### config.mk
export PLATFORM = sky130hd
export DESIGN_NAME = gcode_line_parser_core_flat
export DESIGN_NICKNAME = d
export VERILOG_FILES = /design/src/design/gclp_pkg.sv /design/src/design/gclp_in_if.sv /design/src/design/gclp_out_if.sv /design/src/design/gclp_dp.sv /design/src/design/gclp_ctrl.sv /design/src/design/gcode_line_parser_core.sv /design/src/flat_wrapper.sv
export SDC_FILE = /design/constraint.sdc
export NUM_CORES = 2
export LEC_CHECK = 0
export BUFFER_PORTS_ARGS = -buffer_cell sky130_fd_sc_hd__buf_2
export CORE_MARGIN = 2
export CORE_UTILIZATION = 30
export CTS_CLUSTER_DIAMETER = 200
export DETAILED_ROUTE_END_ITERATION = 7
export PLACE_DENSITY = 0.55
export SETUP_SLACK_MARGIN = 0.1
export SYNTH_ARGS = -nofsm -noshare
export SYNTH_HDL_FRONTEND = slang
export SYNTH_SLANG_ARGS = --single-unit
export TNS_END_PERCENT = 30
### constraint.sdc
create_clock -name clk -period 12.35 [get_ports clk]
set_input_delay 2.47 -clock clk [delete_from_list [all_inputs] [get_ports clk]]
set_output_delay 2.47 -clock clk [all_outputs]
set_load 0.01 [all_outputs]
### src/design/gclp_pkg.sv
// shared types, constants and helper functions of the g-code line parser
package gclp_pkg;

  localparam int DEF_MAX_DIGITS = 16;
  localparam int FRAC_DIGITS    = 4;

  localparam int N_ARGS  = 14;
  localparam int IDX_W   = 4;
  localparam int MAG_W   = 32;
  localparam int NUM_W   = 16;
  localparam int FRAC_W  = 3;
  localparam int POW_W   = 20;
  localparam int PROD_W  = MAG_W + POW_W;

  localparam logic [MAG_W-1:0] MAG_CAP = 32'h8000_0000;
  localparam logic [MAG_W-1:0] POS_MAX = 32'h7FFF_FFFF;

  localparam logic [7:0] CH_G     = 8'h47;
  localparam logic [7:0] CH_M     = 8'h4D;
  localparam logic [7:0] CH_NL    = 8'h0A;
  localparam logic [7:0] CH_SEMI  = 8'h3B;
  localparam logic [7:0] CH_DOT   = 8'h2E;
  localparam logic [7:0] CH_MINUS = 8'h2D;
  localparam logic [7:0] CH_SPACE = 8'h20;
  localparam logic [7:0] CH_ZERO  = 8'h30;
  localparam logic [7:0] CH_NINE  = 8'h39;

  // argument letters in field index order S P X Y Z I J D H F R Q E N
  localparam logic [7:0] ARG_LETTERS [N_ARGS] = '{
    8'h53, 8'h50, 8'h58, 8'h59, 8'h5A, 8'h49, 8'h4A,
    8'h44, 8'h48, 8'h46, 8'h52, 8'h51, 8'h45, 8'h4E
  };

  typedef struct packed {
    logic latch;
    logic take;
    logic is_arg;
    logic clr_num;
    logic set_kind;
    logic clr_args;
    logic set_letter;
    logic set_number;
    logic mul;
    logic store;
    logic run_push;
    logic err_load;
  } gclp_cmd_t;

  typedef struct packed {
    logic is_g;
    logic is_m;
    logic is_nl;
    logic is_sp;
    logic is_semi;
    logic is_num;
    logic letter_hit;
    logic dc_zero;
    logic dc_full;
    logic run_last;
    logic out_free;
  } gclp_sts_t;

  function automatic logic [POW_W-1:0] pow10_f(input logic [FRAC_W-1:0] n);
    logic [POW_W-1:0] p;
    case (n)
      3'd0:    p = 20'd1;
      3'd1:    p = 20'd10;
      3'd2:    p = 20'd100;
      3'd3:    p = 20'd1000;
      3'd4:    p = 20'd10000;
      3'd5:    p = 20'd100000;
      3'd6:    p = 20'd1000000;
      default: p = 20'd1;
    endcase
    return p;
  endfunction

endpackage

### src/design/gclp_in_if.sv
// byte input channel of the g-code line parser
interface gclp_in_if;
  logic       valid;
  logic       ready;
  logic [7:0] char_in;

  modport source (output valid, output char_in, input ready);
  modport sink   (input valid, input char_in, output ready);
endinterface

### src/design/gclp_out_if.sv
// result channel of the g-code line parser
interface gclp_out_if;
  logic               valid;
  logic               ready;
  logic               status;
  logic               command_kind;
  logic signed [15:0] command_number;
  logic        [3:0]  field_index;
  logic signed [31:0] field_value;
  logic               last;

  modport source (output valid, output status, output command_kind, output command_number,
                  output field_index, output field_value, output last, input ready);
  modport sink   (input valid, input status, input command_kind, input command_number,
                  input field_index, input field_value, input last, output ready);
endinterface

### src/design/gclp_dp.sv
// parser datapath: byte register, number accumulator, argument registers, result register
module gclp_dp
  import gclp_pkg::*;
#(
  parameter int MAX_DIGITS = DEF_MAX_DIGITS
) (
  input  logic                    clk,
  input  logic                    rst_n,
  input  logic [7:0]              char_in,
  input  gclp_cmd_t               cmd,
  output gclp_sts_t               sts,
  output logic                    out_valid,
  input  logic                    out_ready,
  output logic                    out_status,
  output logic                    out_kind,
  output logic signed [NUM_W-1:0] out_number,
  output logic [IDX_W-1:0]        out_index,
  output logic signed [MAG_W-1:0] out_value,
  output logic                    out_last
);

  localparam int DigW = $clog2(MAX_DIGITS);
  localparam logic [DigW-1:0] DIG_LIMIT = DigW'(MAX_DIGITS - 1);
  localparam logic [IDX_W-1:0] LAST_IDX = IDX_W'(N_ARGS - 1);
  localparam logic [FRAC_W-1:0] FRAC_MAX = FRAC_W'(FRAC_DIGITS);

  logic [7:0]        char_r;
  logic              kind_r, kind_nxt;
  logic [NUM_W-1:0]  number_r, number_nxt;
  logic [IDX_W-1:0]  letter_r, letter_nxt;
  logic [MAG_W-1:0]  acc_r, acc_nxt;
  logic [FRAC_W-1:0] frac_r, frac_nxt;
  logic              neg_r, neg_nxt;
  logic              dot_r, dot_nxt;
  logic              stop_r, stop_nxt;
  logic [DigW-1:0]   dc_r, dc_nxt;
  logic [MAG_W-1:0]  args_r [N_ARGS];
  logic [PROD_W-1:0] prod_r;
  logic [IDX_W-1:0]  run_idx_r, run_idx_nxt;
  logic              out_valid_r;

  logic              is_digit;
  logic [3:0]        digit;
  logic [MAG_W+3:0]  acc_ext, acc_step;
  logic [MAG_W-1:0]  acc_sat;
  logic              hit;
  logic [IDX_W-1:0]  hit_idx;
  logic [FRAC_W-1:0] shift;
  logic [MAG_W-1:0]  prod_sat, arg_val;
  logic [NUM_W-1:0]  cmd_val;

  assign is_digit = (char_r >= CH_ZERO) && (char_r <= CH_NINE);
  assign digit    = 4'(char_r - CH_ZERO);
  assign acc_ext  = {4'b0, acc_r};
  assign acc_step = (acc_ext << 3) + (acc_ext << 1) + {{MAG_W{1'b0}}, digit};
  assign acc_sat  = (acc_step > {4'b0, MAG_CAP}) ? MAG_CAP : acc_step[MAG_W-1:0];

  always_comb begin
    hit     = 1'b0;
    hit_idx = '0;
    for (int k = 0; k < N_ARGS; k++) begin
      if (ARG_LETTERS[k] == char_r) begin
        hit     = 1'b1;
        hit_idx = IDX_W'(k);
      end
    end
  end

  // command number clamps to the 16-bit signed range
  always_comb begin
    if (neg_r) begin
      cmd_val = (acc_r > 32'd32768) ? 16'h8000 : 16'(32'd0 - acc_r);
    end else begin
      cmd_val = (acc_r > 32'd32767) ? 16'h7FFF : acc_r[NUM_W-1:0];
    end
  end

  assign shift    = (frac_r < FRAC_MAX) ? FRAC_MAX - frac_r : '0;
  assign prod_sat = (prod_r > {{POW_W{1'b0}}, MAG_CAP}) ? MAG_CAP : prod_r[MAG_W-1:0];
  assign arg_val  = neg_r ? (32'd0 - prod_sat) : ((prod_sat > POS_MAX) ? POS_MAX : prod_sat);

  // number accumulator
  always_comb begin
    acc_nxt  = acc_r;
    frac_nxt = frac_r;
    neg_nxt  = neg_r;
    dot_nxt  = dot_r;
    stop_nxt = stop_r;
    dc_nxt   = dc_r;
    if (cmd.clr_num) begin
      acc_nxt  = '0;
      frac_nxt = '0;
      neg_nxt  = 1'b0;
      dot_nxt  = 1'b0;
      stop_nxt = 1'b0;
      dc_nxt   = '0;
    end else if (cmd.take) begin
      dc_nxt = dc_r + 1'b1;
      if (!stop_r) begin
        if (char_r == CH_MINUS) begin
          if (dc_r == '0) neg_nxt = 1'b1;
          else stop_nxt = 1'b1;
        end else if (char_r == CH_DOT) begin
          if (cmd.is_arg && !dot_r) dot_nxt = 1'b1;
          else stop_nxt = 1'b1;
        end else if (dot_r) begin
          if (frac_r < FRAC_MAX) begin
            acc_nxt  = acc_sat;
            frac_nxt = frac_r + 1'b1;
          end
        end else begin
          acc_nxt = acc_sat;
        end
      end
    end
  end

  assign kind_nxt    = cmd.set_kind ? (char_r == CH_M) : kind_r;
  assign number_nxt  = cmd.set_number ? cmd_val : number_r;
  assign letter_nxt  = cmd.set_letter ? hit_idx : letter_r;
  assign run_idx_nxt = cmd.run_push ? ((run_idx_r == LAST_IDX) ? '0 : run_idx_r + 1'b1)
                                    : run_idx_r;

  always_ff @(posedge clk) begin
    if (!rst_n) begin
      kind_r      <= 1'b0;
      number_r    <= '0;
      letter_r    <= '0;
      acc_r       <= '0;
      frac_r      <= '0;
      neg_r       <= 1'b0;
      dot_r       <= 1'b0;
      stop_r      <= 1'b0;
      dc_r        <= '0;
      run_idx_r   <= '0;
      out_valid_r <= 1'b0;
      for (int k = 0; k < N_ARGS; k++) args_r[k] <= '0;
    end else begin
      kind_r    <= kind_nxt;
      number_r  <= number_nxt;
      letter_r  <= letter_nxt;
      acc_r     <= acc_nxt;
      frac_r    <= frac_nxt;
      neg_r     <= neg_nxt;
      dot_r     <= dot_nxt;
      stop_r    <= stop_nxt;
      dc_r      <= dc_nxt;
      run_idx_r <= run_idx_nxt;
      if (cmd.run_push || cmd.err_load) out_valid_r <= 1'b1;
      else if (out_ready) out_valid_r <= 1'b0;
      // a run hands each argument out once and leaves it zero
      if (cmd.clr_args) begin
        for (int k = 0; k < N_ARGS; k++) args_r[k] <= '0;
      end else if (cmd.store) begin
        args_r[letter_r] <= arg_val;
      end else if (cmd.run_push) begin
        args_r[run_idx_r] <= '0;
      end
    end
  end

  always_ff @(posedge clk) begin
    if (cmd.latch) char_r <= char_in;
    if (cmd.mul) prod_r <= {{POW_W{1'b0}}, acc_r} * {{MAG_W{1'b0}}, pow10_f(shift)};
    if (cmd.run_push) begin
      out_status <= 1'b0;
      out_kind   <= kind_r;
      out_number <= number_r;
      out_index  <= run_idx_r;
      out_value  <= args_r[run_idx_r];
      out_last   <= (run_idx_r == LAST_IDX);
    end else if (cmd.err_load) begin
      out_status <= 1'b1;
      out_kind   <= 1'b0;
      out_number <= '0;
      out_index  <= '0;
      out_value  <= '0;
      out_last   <= 1'b1;
    end
  end

  assign out_valid = out_valid_r;

  assign sts.is_g       = (char_r == CH_G);
  assign sts.is_m       = (char_r == CH_M);
  assign sts.is_nl      = (char_r == CH_NL);
  assign sts.is_sp      = (char_r == CH_SPACE);
  assign sts.is_semi    = (char_r == CH_SEMI);
  assign sts.is_num     = is_digit || (char_r == CH_DOT) || (char_r == CH_MINUS);
  assign sts.letter_hit = hit;
  assign sts.dc_zero    = (dc_r == '0);
  assign sts.dc_full    = (dc_r >= DIG_LIMIT);
  assign sts.run_last   = (run_idx_r == LAST_IDX);
  assign sts.out_free   = !out_valid_r || out_ready;

endmodule

### src/design/gclp_ctrl.sv
// parser controller: parse phase and sequencing of byte, store, run and error steps
module gclp_ctrl
  import gclp_pkg::*;
(
  input  logic      clk,
  input  logic      rst_n,
  input  logic      in_valid,
  output logic      in_ready,
  input  gclp_sts_t sts,
  output gclp_cmd_t cmd
);

  localparam logic [2:0] PH_WAIT_NL = 3'd0;
  localparam logic [2:0] PH_CMD     = 3'd1;
  localparam logic [2:0] PH_CMD_NUM = 3'd2;
  localparam logic [2:0] PH_ARG     = 3'd3;
  localparam logic [2:0] PH_ARG_NUM = 3'd4;

  localparam logic [2:0] ST_IN    = 3'd0;
  localparam logic [2:0] ST_EXEC  = 3'd1;
  localparam logic [2:0] ST_STORE = 3'd2;
  localparam logic [2:0] ST_RUN   = 3'd3;
  localparam logic [2:0] ST_ERR   = 3'd4;

  logic [2:0] phase_r, phase_nxt;
  logic [2:0] state_r, state_nxt;

  assign in_ready = (state_r == ST_IN);

  always_comb begin
    cmd       = '0;
    phase_nxt = phase_r;
    state_nxt = state_r;
    unique case (state_r)
      ST_IN: begin
        if (in_valid) begin
          cmd.latch = 1'b1;
          state_nxt = ST_EXEC;
        end
      end
      ST_EXEC: begin
        state_nxt = ST_IN;
        unique case (phase_r)
          PH_CMD: begin
            if (sts.is_g || sts.is_m) begin
              cmd.clr_args = 1'b1;
              cmd.set_kind = 1'b1;
              phase_nxt    = PH_CMD_NUM;
            end else if (!sts.is_nl) begin
              phase_nxt = PH_WAIT_NL;
            end
          end
          PH_CMD_NUM: begin
            if (sts.is_sp || sts.is_nl) begin
              if (sts.dc_zero) begin
                if (sts.is_sp) state_nxt = ST_ERR;
              end else begin
                cmd.set_number = 1'b1;
                cmd.clr_num    = 1'b1;
                if (sts.is_sp) begin
                  phase_nxt = PH_ARG;
                end else begin
                  phase_nxt = PH_CMD;
                  state_nxt = ST_RUN;
                end
              end
            end else if (!sts.is_num || sts.dc_full) begin
              state_nxt = ST_ERR;
            end else begin
              cmd.take = 1'b1;
            end
          end
          PH_ARG: begin
            if (sts.letter_hit) begin
              cmd.set_letter = 1'b1;
              phase_nxt      = PH_ARG_NUM;
            end else if (sts.is_semi || sts.is_sp) begin
              cmd.clr_num = 1'b1;
              phase_nxt   = PH_WAIT_NL;
              state_nxt   = ST_RUN;
            end else begin
              state_nxt = ST_ERR;
            end
          end
          PH_ARG_NUM: begin
            if (sts.is_sp) begin
              if (sts.dc_zero) begin
                state_nxt = ST_ERR;
              end else begin
                cmd.mul   = 1'b1;
                phase_nxt = PH_ARG;
                state_nxt = ST_STORE;
              end
            end else if (sts.is_nl || sts.is_semi) begin
              if (!sts.dc_zero) begin
                cmd.mul   = 1'b1;
                phase_nxt = sts.is_nl ? PH_CMD : PH_WAIT_NL;
                state_nxt = ST_STORE;
              end
            end else if (!sts.is_num || sts.dc_full) begin
              state_nxt = ST_ERR;
            end else begin
              cmd.take   = 1'b1;
              cmd.is_arg = 1'b1;
            end
          end
          default: begin
            phase_nxt = sts.is_nl ? PH_CMD : PH_WAIT_NL;
          end
        endcase
        if (state_nxt == ST_ERR) begin
          cmd.clr_num = 1'b1;
          phase_nxt   = PH_WAIT_NL;
        end
      end
      ST_STORE: begin
        cmd.store   = 1'b1;
        cmd.clr_num = 1'b1;
        // a space leads on to the next argument, a line end or ';' finishes the command
        state_nxt   = (phase_r == PH_ARG) ? ST_IN : ST_RUN;
      end
      ST_RUN: begin
        if (sts.out_free) begin
          cmd.run_push = 1'b1;
          if (sts.run_last) state_nxt = ST_IN;
        end
      end
      ST_ERR: begin
        if (sts.out_free) begin
          cmd.err_load = 1'b1;
          state_nxt    = ST_IN;
        end
      end
      default: state_nxt = ST_IN;
    endcase
  end

  always_ff @(posedge clk) begin
    if (!rst_n) begin
      phase_r <= PH_WAIT_NL;
      state_r <= ST_IN;
    end else begin
      phase_r <= phase_nxt;
      state_r <= state_nxt;
    end
  end

endmodule

### src/design/gcode_line_parser_core.sv
// top level of the byte-serial g-code line parser
// in_ch carries one text byte per item (char_in); out_ch carries parsed results.
// each byte is taken in, then decoded and used to update the accumulator; the
// block accepts no new byte until the last one has been decoded.
// a space, newline or ';' that closes an argument value also starts the scaling
// multiply (value times a power of ten) and adds a store step for the argument write.
// a finished command yields a run of fourteen items, one per argument letter in
// the order S P X Y Z I J D H F R Q E N, with last set on the final one; the run
// moves at one item per cycle while out_ch.ready is high. a malformed command
// yields one item with status and last set, and bytes up to the next newline are
// skipped. results go through a single output register: the next byte is taken
// while the last item waits, but no new item is loaded until the held one leaves,
// so a stalled receiver stops the byte input once another result is due.
// reset (rst_n low, synchronous) empties the output register, clears all argument
// values and skips text up to the first newline.
module gcode_line_parser_core
  import gclp_pkg::*;
#(
  parameter int MAX_DIGITS = DEF_MAX_DIGITS
) (
  input  logic clk,
  input  logic rst_n,
  gclp_in_if.sink    in_ch,
  gclp_out_if.source out_ch
);

  gclp_cmd_t cmd;
  gclp_sts_t sts;

  gclp_ctrl u_ctrl (
    .clk      (clk),
    .rst_n    (rst_n),
    .in_valid (in_ch.valid),
    .in_ready (in_ch.ready),
    .sts      (sts),
    .cmd      (cmd)
  );

  gclp_dp #(
    .MAX_DIGITS (MAX_DIGITS)
  ) u_dp (
    .clk        (clk),
    .rst_n      (rst_n),
    .char_in    (in_ch.char_in),
    .cmd        (cmd),
    .sts        (sts),
    .out_valid  (out_ch.valid),
    .out_ready  (out_ch.ready),
    .out_status (out_ch.status),
    .out_kind   (out_ch.command_kind),
    .out_number (out_ch.command_number),
    .out_index  (out_ch.field_index),
    .out_value  (out_ch.field_value),
    .out_last   (out_ch.last)
  );

endmodule

### src/flat_wrapper.sv
// flat-port wrapper written by rule: the top's interface ports become plain ports
module gcode_line_parser_core_flat import gclp_pkg::*;
#(
  parameter int MAX_DIGITS = DEF_MAX_DIGITS
)
  (clk, rst_n, in_ch_valid, in_ch_char_in, in_ch_ready, out_ch_valid, out_ch_status, out_ch_command_kind, out_ch_command_number, out_ch_field_index, out_ch_field_value, out_ch_last, out_ch_ready);
  gclp_in_if in_ch_i ();
  gclp_out_if out_ch_i ();
  input  logic clk;
  input  logic rst_n;
  input wire logic [$bits(in_ch_i.valid)-1:0] in_ch_valid;
  input wire logic [$bits(in_ch_i.char_in)-1:0] in_ch_char_in;
  output wire logic [$bits(in_ch_i.ready)-1:0] in_ch_ready;
  output wire logic [$bits(out_ch_i.valid)-1:0] out_ch_valid;
  output wire logic [$bits(out_ch_i.status)-1:0] out_ch_status;
  output wire logic [$bits(out_ch_i.command_kind)-1:0] out_ch_command_kind;
  output wire logic [$bits(out_ch_i.command_number)-1:0] out_ch_command_number;
  output wire logic [$bits(out_ch_i.field_index)-1:0] out_ch_field_index;
  output wire logic [$bits(out_ch_i.field_value)-1:0] out_ch_field_value;
  output wire logic [$bits(out_ch_i.last)-1:0] out_ch_last;
  input wire logic [$bits(out_ch_i.ready)-1:0] out_ch_ready;
  assign in_ch_i.valid = in_ch_valid;
  assign in_ch_i.char_in = in_ch_char_in;
  assign in_ch_ready = in_ch_i.ready;
  assign out_ch_valid = out_ch_i.valid;
  assign out_ch_status = out_ch_i.status;
  assign out_ch_command_kind = out_ch_i.command_kind;
  assign out_ch_command_number = out_ch_i.command_number;
  assign out_ch_field_index = out_ch_i.field_index;
  assign out_ch_field_value = out_ch_i.field_value;
  assign out_ch_last = out_ch_i.last;
  assign out_ch_i.ready = out_ch_ready;
  gcode_line_parser_core #(.MAX_DIGITS(MAX_DIGITS)) u_core (.clk(clk), .rst_n(rst_n), .in_ch(in_ch_i), .out_ch(out_ch_i));
endmodule
# After elaboration in Yosys (flattened, before gate mapping)
# Memories as Yosys holds them, arrays and structs flattened. A register that Yosys moved wholly into a read port is not among the register bits.
# Cells that the tools add are included.
# op_classes
n_eq_ne	49
n_lt_le_gt_ge	9
bitwise_logic	18
multipliers	1
reduce_logical	27
n_mux	154
n_addsub	9
# ops
operator	count
$mux 32	24
$pmux 20 s6	1
$eq 7x8->1 const A	14
$mux 16	5
$mux 3	26
$mux 4	19
$reduce_or 32->1	2
$mux 1	61
$gt 52x32->1 const B	1
$mul 32x20->52	1
$add 35x33->36	1
$add 36x4->36	1
$gt 36x32->1 const B	1
$eq 8x6->1 const B	4
$gt 32x15->1 const B	1
$gt 32x16->1 const B	1
$gt 32x31->1 const B	1
$sub 1x32->32 const A	1
$mux 2	10
$mux 20	1
$ne 4x4->1 const B	5
$eq 3x2->1 const B	6
$eq 3x3->1 const B	6
$eq 8x7->1 const B	2
other kinds (33)	72
# word_totals
wordCells	289
n_memories	1
ramBits	448
input_bits	12
ff_bits	189
# memory_table
memory	depth	word_bits	read_ports	rd_clocked_by_memory_dff	write_ports	line	source
u_core.u_dp.args_r	14	32	1	1	14	gclp_dp.sv:37	logic [MAG_W-1:0] args_r [N_ARGS];

# Depth between registers and ports, before layout
# logic_depth
ltp_word	24
mapped_depth	39

# Hierarchy
# A second synthesis with hierarchy kept.
# hier_totals
hier_cells	4572
area_unflattened_um2	51520.7
# by_module_without_submodules
mod	n_inst	seq_area_each_um2	area_each_um2	cells_per_inst
gclp_dp	1	20259.4	50815.0	4476
gclp_ctrl	1	120.1	705.7	96

# Least setup slack after synthesis
# OpenSTA, ideal clock, no wires.
# synth_path
path_type	register -> register
from	reg u_core.u_dp.frac_r[0]
to	reg u_core.u_dp.prod_r[43] (data pin)
arrival_ps	8835
required_time_ps	12090
stages_incl_launch_ff	34
synth_period_minus_slack_ps	9095
path_slack_ps	3255
cell_sequence	dfxtp_1 -> clkbuf_1 -> inv_1 -> clkbuf_1 -> clkbuf_1 -> ha_1 -> ha_1 -> nor4b_1 -> nand2_1 -> o21ai_0 -> clkbuf_1 -> clkbuf_1 -> nand2_1 -> fa_1 -> inv_1 -> fa_1 -> fa_1 -> fa_1 -> fa_1 -> fa_1 -> inv_1 -> fa_1 -> inv_1 -> ha_1 -> clkbuf_1 -> o211ai_1 -> nor2_1 -> a221oi_1 -> nand3_1 -> o21ai_0 -> nand2_1 -> a221o_1 -> a21oi_1 -> xnor2_1
# synth_via
elab_chain_len	6
word_cells_on_any_way	12
cone_classes	add/sub (1); mul (1); order compare (1); eq/ne (6); mux (3)
# synth_lines
element	line	source
from (decl)	gclp_dp.sv:32	logic [FRAC_W-1:0] frac_r, frac_nxt;
from (signal assigned)	gclp_dp.sv:143	frac_r <= frac_nxt;
$sub 3x3->3 / $lt 3x3->1 (equally long branches)	gclp_dp.sv:78	assign shift = (frac_r < FRAC_MAX) ? FRAC_MAX - frac_r : '0;
$mux 3 *	gclp_dp.sv:78	
$eq 3x3->1 (tied with other cells)	gclp_pkg.sv:65	case (n)
$pmux 20 s6 *	gclp_pkg.sv:65	
$mux 20 *	gclp_dp.sv:164	if (cmd.mul) prod_r <= {{POW_W{1'b0}}, acc_r} * {{MAG_W{1'b0}}, pow10_f(shift)};
$mul 32x20->52 *	gclp_dp.sv:164	
to (signal assigned)	gclp_dp.sv:164	
to (decl)	gclp_dp.sv:38	logic [PROD_W-1:0] prod_r;
# Every way passes the cells marked *; elsewhere a longest branch is shown, timed or not. The select of a mux whose other input is x is not followed.
# A chain may end at the register's enable or synchronous reset.

# Worst setup path in the final report
# layout_path
from	reg u_core.u_dp.frac_r[0]
to	reg u_core.u_dp.prod_r[44] (data pin)
# Same word-level chain as after synthesis.

==> results.toml <==
[run_status]
status = "finished, final reports clean"

[synthesis]
syn_area_per_cell_sq_um = 11.1
ys_seq_area_share_pct = 39.8
synth_flop_cell = "edfxtp_1"
synth_edf_count = 626
synth_area_sq_um = 51200
yosysWarnings = 0
synthCells = 4611
synthArstFlopShare_pct = 0
synthesis.nets = 5354
yosys.cell_types.count = 82
synth.ff_latch_count = 705

[hold_path]
hp-class = "reg -> reg"

[route]
wire_per_inst_um = 21.2
vias_per_cell = 5.03
drtAntennaViolNets = 0
drc = 0
first_iter_violations = 3258
num_vias = 34500
drt-pass1-iter-count = 7
routed_wl_um = 146000

[power_and_ir_drop]
intPower_mw = 3.95
p_total_mw = 5.05
p_per_area_nw_per_um2 = 89.1
leakagePower_nw = 25.2
switching_share_pct = 21.8
share_comb_of_total_power_pct = 2.1
p_seq_share_pct = 52.5
max-vdd-ir-drop_mv = 0.113
p_sw_mw = 1.10
clkPwrFrac_pct = 45.4

[timing]
hold_viol = 0
setup_ws_ns = 2.45
period_share_pct = 80.1
rsz0062_at_grt = "no"
worstMarginPinSlew_ns = 1.20
skew_ns = 0.0407
setup_viol = 0
slew_headroom_pct = 20.1
holdWs_ns = 0.468
final.setup.tns_ns = 0
max_freq_mhz = 101
fin_crit_ns = 9.90
slew_violations = 0

[die]
rows = 151
start_util_pct = 30.2
core-area_sq_um = 169000
num_io_pins = 69
die_width_um = 417
dieHeight_um = 417
die_area_sq_um = 174000

[clock_tree]
clock_latency_ns = 0.69
cts_setup_buffers = 0
hold_buffers = 0
cts_buffers = 76
clk_pin_slew_ns = 0.07
clockBufferDepth = 3
cts_sinks = 705
clockRootBuffer = "clkbuf_16"
cts_max_level = 3
cts-resized-gates = 0
cts_tree = "done"

[setup_path]
start_kind = "flip-flop"
cpMostUsedCell = "fa_1"
cp_slowest_cell = "and2_1"
crit_arrival_ns = 10.31
critPathKind = "reg -> reg"
endpoint_kind = "flip-flop"
crit_required_ns = 12.77
cpPeakStageDelay_ns = 0.80
critPathMaxFanout = 44

[placement]
io_buffers = 68
dpl.cell_count = 6723
preCtsSetupSlack_ns = 2.57
hpwlAfterDp_um = 102000
placed_area_sq_um = 54200
gp_congestion = 0.877

[final_layout]
synthToLayoutAreaGrowth_pct = 10.7
drive_gt1_share_pct = 10.8
finalNetCount = 5326
mostFrequentLayoutCells = "edfxtp_1, nor2_1, inv_1"
utilization_pct = 33.4
final_common_cell = "edfxtp_1"
final_cells = 6858
finish.instance_area_sq_um = 56700

[global_route]
grt_max_degree = 59
grt_first_pass_wirelength_um = 222000
grt.overflow.total = 0
grt_pass1_vias = 35200
grt.total_usage_pct = 16.7
antenna_found_initial = 3

[run]
cap_violations = 0
layer usage:
| layer | global-route usage [%] | vias to the layer above | part of all wire [%] | wire length (um) |
|---|---|---|---|---|
| met3 | 2.47 | 202 | 6.6 | 9600 |
| met5 | 0 | - | 0 | 0 |
| li1 | - | 15600 | - | - |
| met4 | 4.16 | 0 | 2.2 | 3140 |
| met2 | 27.6 | 1179 | 48 | 70200 |
| met1 | 22.9 | 17600 | 43 | 62800 |
registers in the layout, indices dropped and copies added (netlist names), 3 cells and up, named ones only:
name,count
u_core.u_dp.number_r,16
u_core.u_dp.dc_r,4
u_core.u_dp.prod_r,52
u_core.u_ctrl.phase_r,3
u_core.u_dp.frac_r,3
u_core.u_dp.out_index,4
u_core.u_dp.acc_r,32
u_core.u_dp.out_value,32
u_core.u_ctrl.state_r,3
u_core.u_dp.run_idx_r,4
u_core.u_dp.letter_r,4
u_core.u_dp.args_r,512
u_core.u_dp.out_number,16
u_core.u_dp.char_r,8
power by group through the flow:
stage | logic [mW] | clock network, mW | registers [mW]
finish | 0.105 | 2.29 | 2.65
global route | 0.111 | 2.44 | 2.65
CTS | 0.106 | 2.35 | 2.65
detailed placement | 0.106 | 0 | 2.70
global placement | 0.105 | 0 | 2.70
floorplan | 0.0653 | 0 | 2.69
final timing paths:
kind | slack (ns) | end | from | cells after the start
worst max-delay path | 2.45 | u_core.u_dp.prod_r[44] | u_core.u_dp.frac_r[0] | 30
worst min-delay path | 0.47 | u_core.u_dp.letter_r[0] | u_core.u_dp.letter_r[0] | 2
worst max register to register | 2.45 | u_core.u_dp.prod_r[44] | u_core.u_dp.frac_r[0] | 30
worst min register to register | 0.47 | u_core.u_dp.letter_r[0] | u_core.u_dp.letter_r[0] | 2
kinds of logic after synthesis:
| logic type | after synthesis | share of synthesized area (%) |
|---|---|---|
| fa+ha+maj | 731 | 24.6 |
| flops | 705 | 39.8 |
| simple gates | 1550 | 14.1 |
| xor+xnor | 94 | 1.61 |
| compound gates | 488 | 6.20 |
| buf+inv | 876 | 6.46 |
| mux | 167 | 7.17 |
worst max-delay path, delay by kind of cell (launching register included):
| kind | cells | cell delay, ns |
|---|---|---|
| simple gates | 5 | 1.77 |
| xor+xnor | 1 | 0.15 |
| fa+ha+maj | 10 | 4.51 |
| flops | 1 | 0.33 |
| buf+inv | 8 | 1.25 |
| compound gates | 6 | 1.60 |
synth_stat cells (all sizes together), types with 8 or more instances:
library cell | n | share of area [%]
inv | 596 | 4.4
and3 | 64 | 0.78
nand4 | 18 | 0.22
a31o | 8 | 0.14
nor2 | 622 | 4.6
xor2 | 26 | 0.44
nor3 | 56 | 0.55
clkbuf | 247 | 1.8
a21oi | 120 | 1.2
ha | 268 | 6.5
nor4 | 23 | 0.32
a211oi | 16 | 0.23
o22ai | 15 | 0.18
a31oi | 20 | 0.24
or4 | 8 | 0.12
a21o | 44 | 0.64
or3 | 17 | 0.21
xnor2 | 68 | 1.2
dfxtp | 79 | 3.1
a32o | 26 | 0.51
nand2 | 348 | 2.6
buf | 30 | 0.26
o31ai | 11 | 0.17
or2 | 14 | 0.17
nor2b | 14 | 0.17
o21ai | 126 | 1.2
nand3 | 68 | 0.66
mux4 | 160 | 7.0
nand2b | 20 | 0.24
nand3b | 9 | 0.13
fa | 463 | 18
o211ai | 15 | 0.22
and2 | 237 | 2.9
o21bai | 10 | 0.15
edfxtp | 626 | 37
nor3b | 10 | 0.16
or3b | 9 | 0.15
layout make-up:
class                      count  area (sq um)
multi-input combinational   3030         27700
clock buffer                  99          2030
clock inverter                35           452
antenna                        1          2.50
fill                       16900        113000
timing repair buffer         171          1110
tap                         2218          2780
inverter                     599          2250
sequential                   705         20400
(Power assumes the default switching activity.)
